[config.mk]
export PLATFORM = sky130hd
export DESIGN_NAME = keyed_record_table
export DESIGN_NICKNAME = d
export VERILOG_FILES = /design/src/rtl/krt_pkg.sv /design/src/rtl/krt_cell.sv /design/src/rtl/krt_chain.sv /design/src/rtl/keyed_record_table.sv
export VERILOG_INCLUDE_DIRS = /design/src /design/src/rtl
export SDC_FILE = /design/constraint.sdc
export NUM_CORES = 2
export LEC_CHECK = 0
export BUFFER_PORTS_ARGS = -buffer_cell sky130_fd_sc_hd__buf_2
export CORE_MARGIN = 1.5
export CORE_UTILIZATION = 45
export CTS_CLUSTER_SIZE = 25
export DETAILED_ROUTE_END_ITERATION = 12
export PLACE_DENSITY = 0.72
export SYNTH_ARGS = -nofsm -noshare
export SYNTH_HDL_FRONTEND = slang
export SYNTH_SLANG_ARGS = --single-unit
export TNS_END_PERCENT = 50
[constraint.sdc]
create_clock -name i_clk -period 6.36 [get_ports i_clk]
set_input_delay 0.636 -clock i_clk [delete_from_list [all_inputs] [get_ports i_clk]]
set_output_delay 0.636 -clock i_clk [all_outputs]
set_load 0.02 [all_outputs]
[src/rtl/assert_macros.svh]
// ----------------------------------------------------------------------------
// Assertion macros
// Shared concurrent assertion forms, clocked on i_clk and disabled in reset.
// ----------------------------------------------------------------------------
`ifndef ASSERT_MACROS_SVH
`define ASSERT_MACROS_SVH

// The consequent must hold in the same cycle as the antecedent.
`define ASSERT_SAME(label, ante, cons) \
    label: assert property (@(posedge i_clk) disable iff (!i_rst_n) (ante) |-> (cons)) \
        else $error("assertion failed");

// The consequent must hold in the cycle after the antecedent.
`define ASSERT_NEXT(label, ante, cons) \
    label: assert property (@(posedge i_clk) disable iff (!i_rst_n) (ante) |=> (cons)) \
        else $error("assertion failed");

`endif

[src/rtl/krt_pkg.sv]
// ----------------------------------------------------------------------------
// krt_pkg
// Types and constants shared by the keyed record table modules.
// ----------------------------------------------------------------------------
package krt_pkg;

    // Default table depth.
    localparam int CAPACITY_DEF = 16;

    // Record layout: key, year, three courses, three grades, eight bits each.
    localparam int KEY_W = 8;
    localparam int REC_W = 64;
    localparam logic [7:0] GRADE_MAX = 8'd100;

    // Output word layout, lowest bit first.
    localparam int OUT_STATUS_LSB = 0;
    localparam int OUT_REC_LSB    = 2;
    localparam int OUT_COUNT_LSB  = OUT_REC_LSB + REC_W;

    typedef enum logic [1:0] {
        CMD_ADD    = 2'd0,
        CMD_DEL    = 2'd1,
        CMD_LOOKUP = 2'd2,
        CMD_LIST   = 2'd3
    } t_cmd;

    typedef enum logic [1:0] {
        ST_OK    = 2'd0,
        ST_FULL  = 2'd1,
        ST_GRADE = 2'd2,
        ST_MISS  = 2'd3
    } t_status;

    typedef enum logic [1:0] {
        S_IDLE,
        S_EXEC,
        S_LIST
    } t_state;

    // Controls broadcast to every cell of the chain.
    typedef struct packed {
        logic load_match;
        logic ins;
        logic del;
        logic rot;
    } t_cell_ctl;

endpackage

[src/rtl/krt_cell.sv]
// ----------------------------------------------------------------------------
// krt_cell
// One table position: holds a record and its valid bit, and moves data to
// or from its neighbors on insert, delete and list rotation.
// ----------------------------------------------------------------------------
module krt_cell (
    input  logic                      i_clk,
    input  logic                      i_rst_n,
    input  krt_pkg::t_cell_ctl        i_ctl,
    input  logic                      i_del_sel,
    input  logic [krt_pkg::KEY_W-1:0] i_key,
    input  logic [krt_pkg::REC_W-1:0] i_prev_rec,
    input  logic                      i_prev_valid,
    input  logic [krt_pkg::REC_W-1:0] i_next_rec,
    input  logic                      i_next_valid,
    input  logic [krt_pkg::REC_W-1:0] i_head_rec,
    output logic [krt_pkg::REC_W-1:0] o_rec,
    output logic                      o_valid,
    output logic                      o_match
);
    import krt_pkg::*;

    logic [REC_W-1:0] r_rec;
    logic             r_valid;
    logic             r_match;

    // Valid bit follows the record it belongs to.
    always_ff @(posedge i_clk) begin
        if (!i_rst_n) begin
            r_valid <= 1'b0;
        end else if (i_ctl.ins) begin
            r_valid <= i_prev_valid;
        end else if (i_ctl.del && i_del_sel) begin
            r_valid <= i_next_valid;
        end
    end

    // Record payload: shift toward the back on insert, toward the front on
    // delete, and rotate among the valid cells while the keys are listed.
    always_ff @(posedge i_clk) begin
        if (i_ctl.ins) begin
            r_rec <= i_prev_rec;
        end else if (i_ctl.del && i_del_sel) begin
            r_rec <= i_next_rec;
        end else if (i_ctl.rot && r_valid) begin
            r_rec <= i_next_valid ? i_next_rec : i_head_rec;
        end
    end

    // Key compare is captured when a command is accepted.
    always_ff @(posedge i_clk) begin
        if (i_ctl.load_match) begin
            r_match <= r_valid && (r_rec[KEY_W-1:0] == i_key);
        end
    end

    assign o_rec   = r_rec;
    assign o_valid = r_valid;
    assign o_match = r_match;

endmodule

[src/rtl/krt_chain.sv]
// ----------------------------------------------------------------------------
// krt_chain
// Row of table cells with the first-match selection that drives delete and
// lookup.
// ----------------------------------------------------------------------------
module krt_chain #(
    parameter int CAPACITY = krt_pkg::CAPACITY_DEF
) (
    input  logic                      i_clk,
    input  logic                      i_rst_n,
    input  krt_pkg::t_cell_ctl        i_ctl,
    input  logic [krt_pkg::KEY_W-1:0] i_key,
    input  logic [krt_pkg::REC_W-1:0] i_new_rec,
    output logic                      o_hit_any,
    output logic [krt_pkg::REC_W-1:0] o_hit_rec,
    output logic [krt_pkg::KEY_W-1:0] o_head_key,
    output logic [CAPACITY-1:0]       o_valid
);
    import krt_pkg::*;

    logic [REC_W-1:0]    cell_rec [CAPACITY];
    logic [CAPACITY-1:0] cell_valid;
    logic [CAPACITY-1:0] cell_match;
    logic [CAPACITY-1:0] first_hit;
    logic [CAPACITY-1:0] del_mask;

    // The newest match is the lowest set bit; every cell from it onward
    // moves forward on delete.
    assign first_hit = cell_match & ~(cell_match - CAPACITY'(1));
    assign o_hit_any = |cell_match;
    assign del_mask  = o_hit_any ? ~(first_hit - CAPACITY'(1)) : '0;

    // Record of the newest match, selected by its one-hot flag.
    always_comb begin
        o_hit_rec = '0;
        for (int i = 0; i < CAPACITY; i++) begin
            o_hit_rec = o_hit_rec | (cell_rec[i] & {REC_W{first_hit[i]}});
        end
    end

    // Cell row; cell 0 is the newest record.
    for (genvar i = 0; i < CAPACITY; i++) begin : g_cell
        logic [REC_W-1:0] prev_rec;
        logic             prev_valid;
        logic [REC_W-1:0] next_rec;
        logic             next_valid;

        if (i == 0) begin : g_first
            assign prev_rec   = i_new_rec;
            assign prev_valid = 1'b1;
        end else begin : g_mid
            assign prev_rec   = cell_rec[i-1];
            assign prev_valid = cell_valid[i-1];
        end

        if (i == CAPACITY - 1) begin : g_last
            assign next_rec   = '0;
            assign next_valid = 1'b0;
        end else begin : g_inner
            assign next_rec   = cell_rec[i+1];
            assign next_valid = cell_valid[i+1];
        end

        krt_cell u_cell (
            .i_clk        (i_clk),
            .i_rst_n      (i_rst_n),
            .i_ctl        (i_ctl),
            .i_del_sel    (del_mask[i]),
            .i_key        (i_key),
            .i_prev_rec   (prev_rec),
            .i_prev_valid (prev_valid),
            .i_next_rec   (next_rec),
            .i_next_valid (next_valid),
            .i_head_rec   (cell_rec[0]),
            .o_rec        (cell_rec[i]),
            .o_valid      (cell_valid[i]),
            .o_match      (cell_match[i])
        );
    end

    assign o_head_key = cell_rec[0][KEY_W-1:0];
    assign o_valid    = cell_valid;

endmodule

[src/rtl/keyed_record_table.sv]
// Add, delete and lookup capture the key compare in every cell when the command is accepted;
// the execute state then acts on the first match and registers the result once the output
// register can take it. A list leaves the execute state for the list state, which registers
// one key per cycle while the result channel accepts, as the cell row rotates.
// Reset clears the valid bits and the record count; records themselves are not cleared.
// ----------------------------------------------------------------------------
// keyed_record_table
// Bounded newest-first record table with add, delete, lookup and key list
// commands, built as a chain of record cells under a small sequencer.
// ----------------------------------------------------------------------------
`include "assert_macros.svh"

module keyed_record_table #(
    parameter int CAPACITY = krt_pkg::CAPACITY_DEF,
    parameter int CNT_W    = $clog2(CAPACITY + 1),
    parameter int OUT_W    = ((krt_pkg::OUT_COUNT_LSB + CNT_W + 1 + 7) / 8) * 8
) (
    input  logic                      i_clk,
    input  logic                      i_rst_n,
    // Command channel.
    input  logic                      i_s_axis_tvalid,
    output logic                      o_s_axis_tready,
    // tdata: student_key, entry_year, course_a, course_b, course_c,
    //        grade_a, grade_b, grade_c
    input  logic [krt_pkg::REC_W-1:0] i_s_axis_tdata,
    // tuser: cmd
    input  logic [1:0]                i_s_axis_tuser,
    // Result channel.
    output logic                      o_m_axis_tvalid,
    input  logic                      i_m_axis_tready,
    // tdata: status, out_key, out_year, out_course_a, out_course_b,
    //        out_course_c, out_grade_a, out_grade_b, out_grade_c,
    //        used_count, table_full, zero padding
    output logic [OUT_W-1:0]          o_m_axis_tdata,
    // tlast: last_of_run
    output logic                      o_m_axis_tlast
);
    import krt_pkg::*;

    t_state           r_state, n_state;
    t_cmd             r_cmd;
    logic [REC_W-1:0] r_rec;
    logic             r_bad_grade;
    logic [CNT_W-1:0] r_count, n_count;
    logic [CNT_W-1:0] r_left, n_left;
    logic             r_out_valid;
    logic [OUT_W-1:0] r_out_data;
    logic             r_out_last;

    t_cell_ctl        ctl;
    logic             in_xfer;
    logic             can_emit;
    logic             emit;
    t_status          e_status;
    logic [REC_W-1:0] e_rec;
    logic             e_last;
    logic [OUT_W-1:0] e_word;

    logic                hit_any;
    logic [REC_W-1:0]    hit_rec;
    logic [KEY_W-1:0]    head_key;
    logic [CAPACITY-1:0] valid_vec;

    assign o_s_axis_tready = (r_state == S_IDLE);
    assign in_xfer         = i_s_axis_tvalid && o_s_axis_tready;
    assign can_emit        = !r_out_valid || i_m_axis_tready;

    // Cell row.
    krt_chain #(
        .CAPACITY (CAPACITY)
    ) u_chain (
        .i_clk      (i_clk),
        .i_rst_n    (i_rst_n),
        .i_ctl      (ctl),
        .i_key      (i_s_axis_tdata[KEY_W-1:0]),
        .i_new_rec  (r_rec),
        .o_hit_any  (hit_any),
        .o_hit_rec  (hit_rec),
        .o_head_key (head_key),
        .o_valid    (valid_vec)
    );

    // Command capture.
    always_ff @(posedge i_clk) begin
        if (in_xfer) begin
            r_cmd       <= t_cmd'(i_s_axis_tuser);
            r_rec       <= i_s_axis_tdata;
            r_bad_grade <= (i_s_axis_tdata[47:40] > GRADE_MAX) ||
                           (i_s_axis_tdata[55:48] > GRADE_MAX) ||
                           (i_s_axis_tdata[63:56] > GRADE_MAX);
        end
    end

    // Sequencer state, count and remaining list length.
    always_ff @(posedge i_clk) begin
        if (!i_rst_n) begin
            r_state <= S_IDLE;
            r_count <= '0;
            r_left  <= '0;
        end else begin
            r_state <= n_state;
            r_count <= n_count;
            r_left  <= n_left;
        end
    end

    // Next state, cell controls and result contents.
    always_comb begin
        n_state  = r_state;
        n_count  = r_count;
        n_left   = r_left;
        ctl      = '0;
        emit     = 1'b0;
        e_status = ST_OK;
        e_rec    = '0;
        e_last   = 1'b1;
        case (r_state)
            S_IDLE: begin
                if (in_xfer) begin
                    ctl.load_match = 1'b1;
                    n_state        = S_EXEC;
                end
            end
            S_EXEC: begin
                if (can_emit) begin
                    n_state = S_IDLE;
                    case (r_cmd)
                        CMD_ADD: begin
                            emit = 1'b1;
                            if (r_count == CNT_W'(CAPACITY)) begin
                                e_status = ST_FULL;
                            end else if (r_bad_grade) begin
                                e_status = ST_GRADE;
                            end else begin
                                ctl.ins = 1'b1;
                                n_count = r_count + CNT_W'(1);
                            end
                        end
                        CMD_DEL: begin
                            emit = 1'b1;
                            if (!hit_any) begin
                                e_status = ST_MISS;
                            end else begin
                                ctl.del = 1'b1;
                                n_count = r_count - CNT_W'(1);
                            end
                        end
                        CMD_LOOKUP: begin
                            emit = 1'b1;
                            if (!hit_any) begin
                                e_status = ST_MISS;
                            end else begin
                                e_rec = hit_rec;
                            end
                        end
                        CMD_LIST: begin
                            if (r_count == '0) begin
                                emit     = 1'b1;
                                e_status = ST_MISS;
                            end else begin
                                n_left  = r_count;
                                n_state = S_LIST;
                            end
                        end
                        default: begin
                            n_state = S_IDLE;
                        end
                    endcase
                end
            end
            S_LIST: begin
                if (can_emit) begin
                    emit    = 1'b1;
                    ctl.rot = 1'b1;
                    e_rec   = {{(REC_W - KEY_W){1'b0}}, head_key};
                    e_last  = (r_left == CNT_W'(1));
                    n_left  = r_left - CNT_W'(1);
                    if (r_left == CNT_W'(1)) begin
                        n_state = S_IDLE;
                    end
                end
            end
            default: begin
                n_state = S_IDLE;
            end
        endcase
    end

    // Result word assembly.
    always_comb begin
        e_word                                  = '0;
        e_word[OUT_STATUS_LSB +: 2]             = e_status;
        e_word[OUT_REC_LSB +: REC_W]            = e_rec;
        e_word[OUT_COUNT_LSB +: CNT_W]          = n_count;
        e_word[OUT_COUNT_LSB + CNT_W]           = (n_count == CNT_W'(CAPACITY));
    end

    // Output register valid.
    always_ff @(posedge i_clk) begin
        if (!i_rst_n) begin
            r_out_valid <= 1'b0;
        end else if (emit) begin
            r_out_valid <= 1'b1;
        end else if (i_m_axis_tready) begin
            r_out_valid <= 1'b0;
        end
    end

    // Output register payload.
    always_ff @(posedge i_clk) begin
        if (emit) begin
            r_out_data <= e_word;
            r_out_last <= e_last;
        end
    end

    assign o_m_axis_tvalid = r_out_valid;
    assign o_m_axis_tdata  = r_out_data;
    assign o_m_axis_tlast  = r_out_last;

    // Checks on count, cell valid bits and list sequencing.
    `ASSERT_SAME(a_count_range, 1'b1, r_count <= CNT_W'(CAPACITY))
    `ASSERT_SAME(a_valid_count, 1'b1, $countones(valid_vec) == r_count)
    `ASSERT_SAME(a_list_left, r_state == S_LIST, r_left != '0)
    `ASSERT_NEXT(a_add_count, ctl.ins, r_count == $past(r_count) + CNT_W'(1))
    `ASSERT_NEXT(a_del_count, ctl.del, r_count == $past(r_count) - CNT_W'(1))

endmodule

## Yosys cells after proc, flatten, opt, wreduce, memory -nomap -nowiden

Index checks and enable logic that the tools add are counted.

| storage, ports and cells | value |
|---|---|
| memory bits (read-only) | 0 |
| memory bits (writable) | 0 |
| memories | 0 |
| bits of input ports | 70 |
| logic and storage cells | 370 |
| flip-flop bits (word level) | 1209 |
| latch bits | 0 |

| operators by class | value |
|---|---|
| divide/modulo/power cells | 0 |
| $add $sub $neg | 5 |
| $lt $le $gt $ge | 3 |
| equality and inequality tests | 30 |
| reductions and logical operators | 99 |
| bitwise gates (word level) | 34 |
| shift operators | 0 |
| mux-type cells | 141 |
| multipliers | 0 |

Operator list:

| operator | count |
|---|---|
| two-way mux 64 bit | 66 |
| bitwise AND 64 bit | 16 |
| OR 64 bit | 15 |
| equality test 8 bit | 16 |
| case mux 64 bit (2 select lines) | 1 |
| nonzero test 3 bit | 17 |
| logical AND 1 bit | 49 |
| two-way mux 1 bit | 45 |
| two-way mux 5 bit | 9 |
| nonzero test 2 bit | 18 |
| inverter 16 bit | 2 |
| subtractor 16 x 1 -> 16 bit (second input constant) | 2 |
| > comparator 8 x 7 -> 1 bit (second input constant) | 3 |
| two-way mux 2 bit | 12 |
| case mux 5 bit (2 select lines) | 2 |
| bitwise AND 16 bit | 1 |
| two-way mux 16 bit | 1 |
| OR reduction 16 bit | 1 |
| case mux 2 bit (3 select lines) | 2 |
| equality test 5 bit (second input constant) | 2 |
| subtractor 5 x 1 -> 5 bit (second input constant) | 2 |
| two-way mux 8 bit | 1 |
| != test 2 bit (second input constant) | 4 |
| equality test 2 bit (second input constant) | 3 |
| other kinds (14) | 22 |

## Longest topological paths before layout

| logic depth | value |
|---|---|
| word-level depth | 23 |
| depth in mapped cells | 12 |
| depth with buffers taken out | 8 |

## Hierarchy

Synthesis repeated with hierarchy kept, for this count alone.

| second synthesis, totals | value |
|---|---|
| cells, all modules | 6365 |
| area total of the unflattened synthesis | 74774.2 um2 |

By module, submodules not included:

| module | cells each | area an instance (um2) | seq. area each (um2) | instances |
|---|---|---|---|---|
| krt_cell | 306 | 3856.2 | 1971.9 | 16 |
| krt_chain | 1092 | 7114.3 | 0.0 | 1 |
| keyed_record_table | 377 | 5960.7 | 4464.3 | 1 |

## Worst setup path after synthesis

No wires, ideal clock.

| timing | value |
|---|---|
| path type | input to register |
| start | input port i_m_axis_tready |
| end | register u_chain.g_cell[10].u_cell.r_rec[0], enable pin |
| setup slack | -0.199 ns |
| path buffers | 2 |
| data arrival time | 5.985 ns |
| required time | 5.785 ns |
| stages on the path | 5 |
| setup time | 0.575 ns |
| cells stage by stage | nand2b_1 > clkbuf_1 > nand3_1 > clkbuf_1 > o21ai_0 |

| on the way | value |
|---|---|
| cells in the longest elaborated chain, start to end | 5 |
| elaborated cells between the ends (all ways) | 8 |
| those cells by class | 4 x mux; 4 x reduce/logical |

Ends and longest elaborated chain:

| element | line | RTL |
|---|---|---|
| start, declared | keyed_record_table.sv:30 | `input logic i_m_axis_tready,` |
| logical OR 1 bit * | keyed_record_table.sv:66 | `assign can_emit = !r_out_valid \|\| i_m_axis_tready;` |
| two-way mux 2 bit / two-way mux 1 bit (equally long branches) | keyed_record_table.sv:125, keyed_record_table.sv:172 |  |
| two-way mux 2 bit / two-way mux 1 bit (equally long branches) | keyed_record_table.sv:117 | `case (r_state)` |
| logical AND 1 bit (on tied branches) | krt_cell.sv:43, krt_cell.sv:45 |  |
| nonzero test 3 bit (no line) * | - |  |
| end signal, assigned | krt_cell.sv:42 | `r_rec <= i_prev_rec;` |
| end signal, assigned | krt_cell.sv:44 | `r_rec <= i_next_rec;` |
| end signal, assigned | krt_cell.sv:46 | `r_rec <= i_next_valid ? i_next_rec : i_head_rec;` |
| end, declared | krt_cell.sv:23 | `logic [REC_W-1:0] r_rec;` |

Every way passes the cells marked *; elsewhere a longest branch is shown, timed or not.
A chain may end at the register's enable or synchronous reset.

## Final worst setup path

| timing | value |
|---|---|
| start | register u_chain.g_cell[2].u_cell.r_match |
| end | register u_chain.g_cell[6].u_cell.r_rec[29] (data pin) |

| on the way | value |
|---|---|
| cells in the longest elaborated chain, start to end | 9 |
| elaborated cells between the ends (all ways) | 14 |
| those cells by class | 2 x add/sub; 7 x mux; 3 x bitwise; 2 x reduce/logical |

Ends and longest elaborated chain:

| element | line | RTL |
|---|---|---|
| start, declared | krt_cell.sv:25 | `logic r_match;` |
| start signal, assigned | krt_cell.sv:53 | `r_match <= r_valid && (r_rec[KEY_W-1:0] == i_key);` |
| subtractor 16 x 1 -> 16 bit | krt_chain.sv:29 | `assign first_hit = cell_match & ~(cell_match - CAPACITY'(1));` |
| inverter 16 bit | krt_chain.sv:29 |  |
| bitwise AND 16 bit | krt_chain.sv:29 |  |
| subtractor 16 x 1 -> 16 bit | krt_chain.sv:31 | `assign del_mask = o_hit_any ? ~(first_hit - CAPACITY'(1)) : '0;` |
| inverter 16 bit | krt_chain.sv:31 |  |
| two-way mux 16 bit | krt_chain.sv:31 |  |
| logical AND 1 bit * | krt_cell.sv:43 | `end else if (i_ctl.del && i_del_sel) begin` |
| two-way mux 64 bit * | krt_cell.sv:43 |  |
| two-way mux 64 bit * | krt_cell.sv:41 | `if (i_ctl.ins) begin` |
| end signal, assigned | krt_cell.sv:42 |  |
| end signal, assigned | krt_cell.sv:44 |  |
| end signal, assigned | krt_cell.sv:46 |  |
| end, declared | krt_cell.sv:23 |  |

Marks and branches as above.

==> impl_metrics.env <==
export IMPL_tightest_slew_ns=1.581
export IMPL_ant_nets=0
export IMPL_fin_area_mm2=0.07204
export IMPL_place_ws_ns=1.864
export IMPL_grt_pass1_wl_um=343000
export IMPL_rrSetupSlack_ns=1.68
export IMPL_path_class="flip-flop to flip-flop"
export IMPL_r2r_end="u_chain.g_cell[6].u_cell.o_rec[29]"
export IMPL_holdCritPathClass="input pin to flip-flop"
export IMPL_portBuffers=144
export IMPL_cts_tree="yes"
export IMPL_synth_top_cell_area_share=0.5392
export IMPL_antenna_found_initial=7
export IMPL_post_cts_resized=0
export IMPL_status="finished with violations"
export IMPL_drt_iter0_drc=10502
export IMPL_via_count=55493
export IMPL_drv_cap=1
export IMPL_hold_end="r_rec[59]"
export IMPL_slowest_delay_ns=0.90
export IMPL_timing_rr_start="u_chain.g_cell[2].u_cell.o_match"
export IMPL_synth_yosys_warnings=0
export IMPL_routabilityCongestion=1.001
export IMPL_grt_usage=0.3101
export IMPL_crit_arrival_ns=5.29
export IMPL_leakage_uw=0.02626
export IMPL_postSynthCellCount=6388
export IMPL_cts_sinks=1209
export IMPL_ys_seq_area_frac=0.5480
export IMPL_rsz0062_at_grt="no"
export IMPL_h_tree_depth=4
export IMPL_crit_fanout=39
export IMPL_slew_headroom=-0.05431
export IMPL_ir_drop_mv=0.3192
export IMPL_postSynth_asyncResetShare=0
export IMPL_fmaxAchievable_ghz=0.2139
export IMPL_initial_utilization=0.4520
export IMPL_route_detailed_drc=2
export IMPL_grt_pass1_vias=51141
export IMPL_dpl_cell_area_mm2=0.06777
export IMPL_fin_nets=6283
export IMPL_wire_per_inst_um=28.79
export IMPL_num_io_pins=145
export IMPL_violations="design-rule violations, max-capacitance violations, max-slew violations"
export IMPL_synth_area_leaders="edfxtp_1 (54%), mux2i_1 (8.9%), nand2_1 (7.0%)"
export IMPL_synth_avg_cell_area_um2=10.29
export IMPL_grt_overflow=0
export IMPL_min_period_over_period=0.7352
export IMPL_worstPathRequired_ns=6.98
export IMPL_cp_end_kind="flip-flop"
export IMPL_grt_max_degree=245
export IMPL_cts_root_buf="clkbuf_16"
export IMPL_synth_cell_types=80
export IMPL_layout_setup_ws_ns=1.684
export IMPL_hp_start="i_s_axis_tdata[59]"
export IMPL_yosys_area_top_type="edfxtp_1"
export IMPL_core_mm2=0.1454
export IMPL_dp_hpwl_um=132700
export IMPL_synth_ff_type="edfxtp_1"
export IMPL_clk_pin_slew_ns=0.06
export IMPL_period_minus_slack_ns=4.676
export IMPL_die_area_mm2=0.1483
export IMPL_r2r_cells=7
export IMPL_dieWidth_um=385.1
export IMPL_tns_ns=0
export IMPL_cp_cell_sequence="or4_1 -> nor4_4 -> a211oi_2 -> nor2_4 -> buf_4 -> a21oi_1 -> a21oi_1"
export IMPL_clockBufferDepth=3
export IMPL_crit_slowest_cell="or4_1"
export IMPL_synth_edf_count=1180
export IMPL_clk_latency_ns=0.80
export IMPL_routed_via_density=6.747
export IMPL_syn2layout_area_growth_pct=9.619
export IMPL_final_hold_viol_count=0
export IMPL_netlist_area_mm2=0.06571
export IMPL_cts_buffers=133
export IMPL_fin_skew_ns=0.03018
export IMPL_ys_ff_latch=1209
export IMPL_setup_violations_final=0
export IMPL_die_y_um=385.1
export IMPL_first_pass_iters=12
export IMPL_synth_fp_nets=6469
export IMPL_drv_slew=15
export IMPL_power_density_mw_per_mm2=253.0
export IMPL_drive_above_1_share=0.08869
export IMPL_startpoint_type="flip-flop"
export IMPL_row_count=140
export IMPL_critPathMostFrequentCell="a21oi_1"
export IMPL_whs_path_depth=1
export IMPL_wl_um=236800
per-stage QoR:
stage	total power, µW	hold slack, ns	utilization	cells
after floorplan	10180	0.4396	-	6388
after global placement	10710	0.4485	0.4661	7968
after detailed placement	10750	0.4604	0.4661	7968
after CTS	18190	0.0001475	0.4952	8219
after global routing	18590	0.01259	0.4954	8222
final	18230	0.03793	0.4955	8225
synth_stat cells (all sizes together) (18+ instances only):
cell,n
a21oi,650
clkbuf,434
nor2,402
xnor2,71
a31oi,65
a22o,51
inv,21
a211oi,18
edfxtp,1180
nor3,45
nor4,24
a221o,81
nor2b,37
a221oi,79
a222oi,55
and3,35
dfxtp,29
mux2i,586
xor2,58
a22oi,159
buf,166
nand2,1234
o21ai,694
mux2,65
registers in the layout (all words and copies together), names as in the netlist, 2 cells and up:
name / count
o_m_axis_tdata: 72
r_count: 5
u_chain.g_cell.u_cell.o_match: 16
u_chain.g_cell.u_cell.o_valid: 16
r_state: 2
u_chain.g_cell.u_cell.o_rec: 1024
r_cmd: 2
r_rec: 64
r_left: 5
logic make-up after synthesis:
| kind of cell | after synthesis | synth area share |
|---|---|---|
| xor gates and xnor gates | 129 | 0.01719 |
| AOI/OAI and AO/OA | 1909 | 0.1748 |
| buffers and inverters | 621 | 0.04162 |
| and+or+nand+nor | 1858 | 0.1158 |
| DFF | 1209 | 0.5480 |
| adders and majority gates | 11 | 0.002094 |
| muxes | 651 | 0.1004 |
routing by layer:
layer,track usage,share of wire
met1,0.4254,0.37
met5,0,0.00017
met3,0.07741,0.15
met2,0.4584,0.43
met4,0.1487,0.055
power breakdown:
group / total (µW) / internal (µW) / switching [µW] / leakage (µW)
Sequential: 9200 / 8990 / 206 / 0.0111
Combinational: 1460 / 469 / 995 / 0.0132
Clock: 7570 / 4210 / 3360 / 0.00200
how the worst max path moves through the flow:
stage | cells after the start | startpoint | end | slack [ns]
after floorplan | 11 | r_count[0] | u_chain.g_cell[10].u_cell.o_rec[0] | 1.49
after global placement | 7 | u_chain.g_cell[2].u_cell.o_match | u_chain.g_cell[6].u_cell.o_rec[46] | 1.99
after detailed placement | 7 | u_chain.g_cell[2].u_cell.o_match | u_chain.g_cell[6].u_cell.o_rec[23] | 1.86
after CTS | 7 | u_chain.g_cell[2].u_cell.o_match | u_chain.g_cell[6].u_cell.o_rec[33] | 1.82
after global routing | 7 | u_chain.g_cell[2].u_cell.o_match | u_chain.g_cell[6].u_cell.o_rec[29] | 1.59
final | 7 | u_chain.g_cell[2].u_cell.o_match | u_chain.g_cell[6].u_cell.o_rec[29] | 1.68
cells in the final DEF, fill, tap and decap left out, drive strengths merged, types with 58 or more instances in the layout:
cell / Yosys / layout
a22oi: 159 / 159
a221o: 81 / 81
mux2: 65 / 65
a221oi: 79 / 79
xnor2: 71 / 71
xor2: 58 / 58
o21ai: 694 / 694
edfxtp: 1180 / 1180
buf: 166 / 264
nand2: 1234 / 1234
clkinv: 0 / 58
mux2i: 586 / 586
nor2: 402 / 402
a31oi: 65 / 65
a21oi: 650 / 650
clkbuf: 434 / 162
critical path, delay by kind of cell, from the launching register on:
| family | cells | cell delay (ns) |
|---|---|---|
| AOI/OAI and AO/OA | 3 | 0.63 |
| and+or+nand+nor | 3 | 2.44 |
| buffers and inverters | 1 | 0.86 |
| DFF | 1 | 0.56 |
repair_timing:
action                    4_1_cts  5_1_grt
hold buffers                   15        0
hold endpoints to repair       15        0
setup buffers                   0        0
layout make-up:
| type | count | area [µm²] |
|---|---|---|
| clock inverter | 74 | 540.5 |
| antenna | 5 | 12.51 |
| sequential | 1209 | 36010 |
| clock buffer | 162 | 3543 |
| multi-input combinational | 4558 | 27340 |
| timing repair buffer | 279 | 2110 |
| tap | 1917 | 2399 |
| inverter | 21 | 78.83 |
| fill | 12940 | 73350 |
Note: power is estimated with default switching activity, not from simulation.
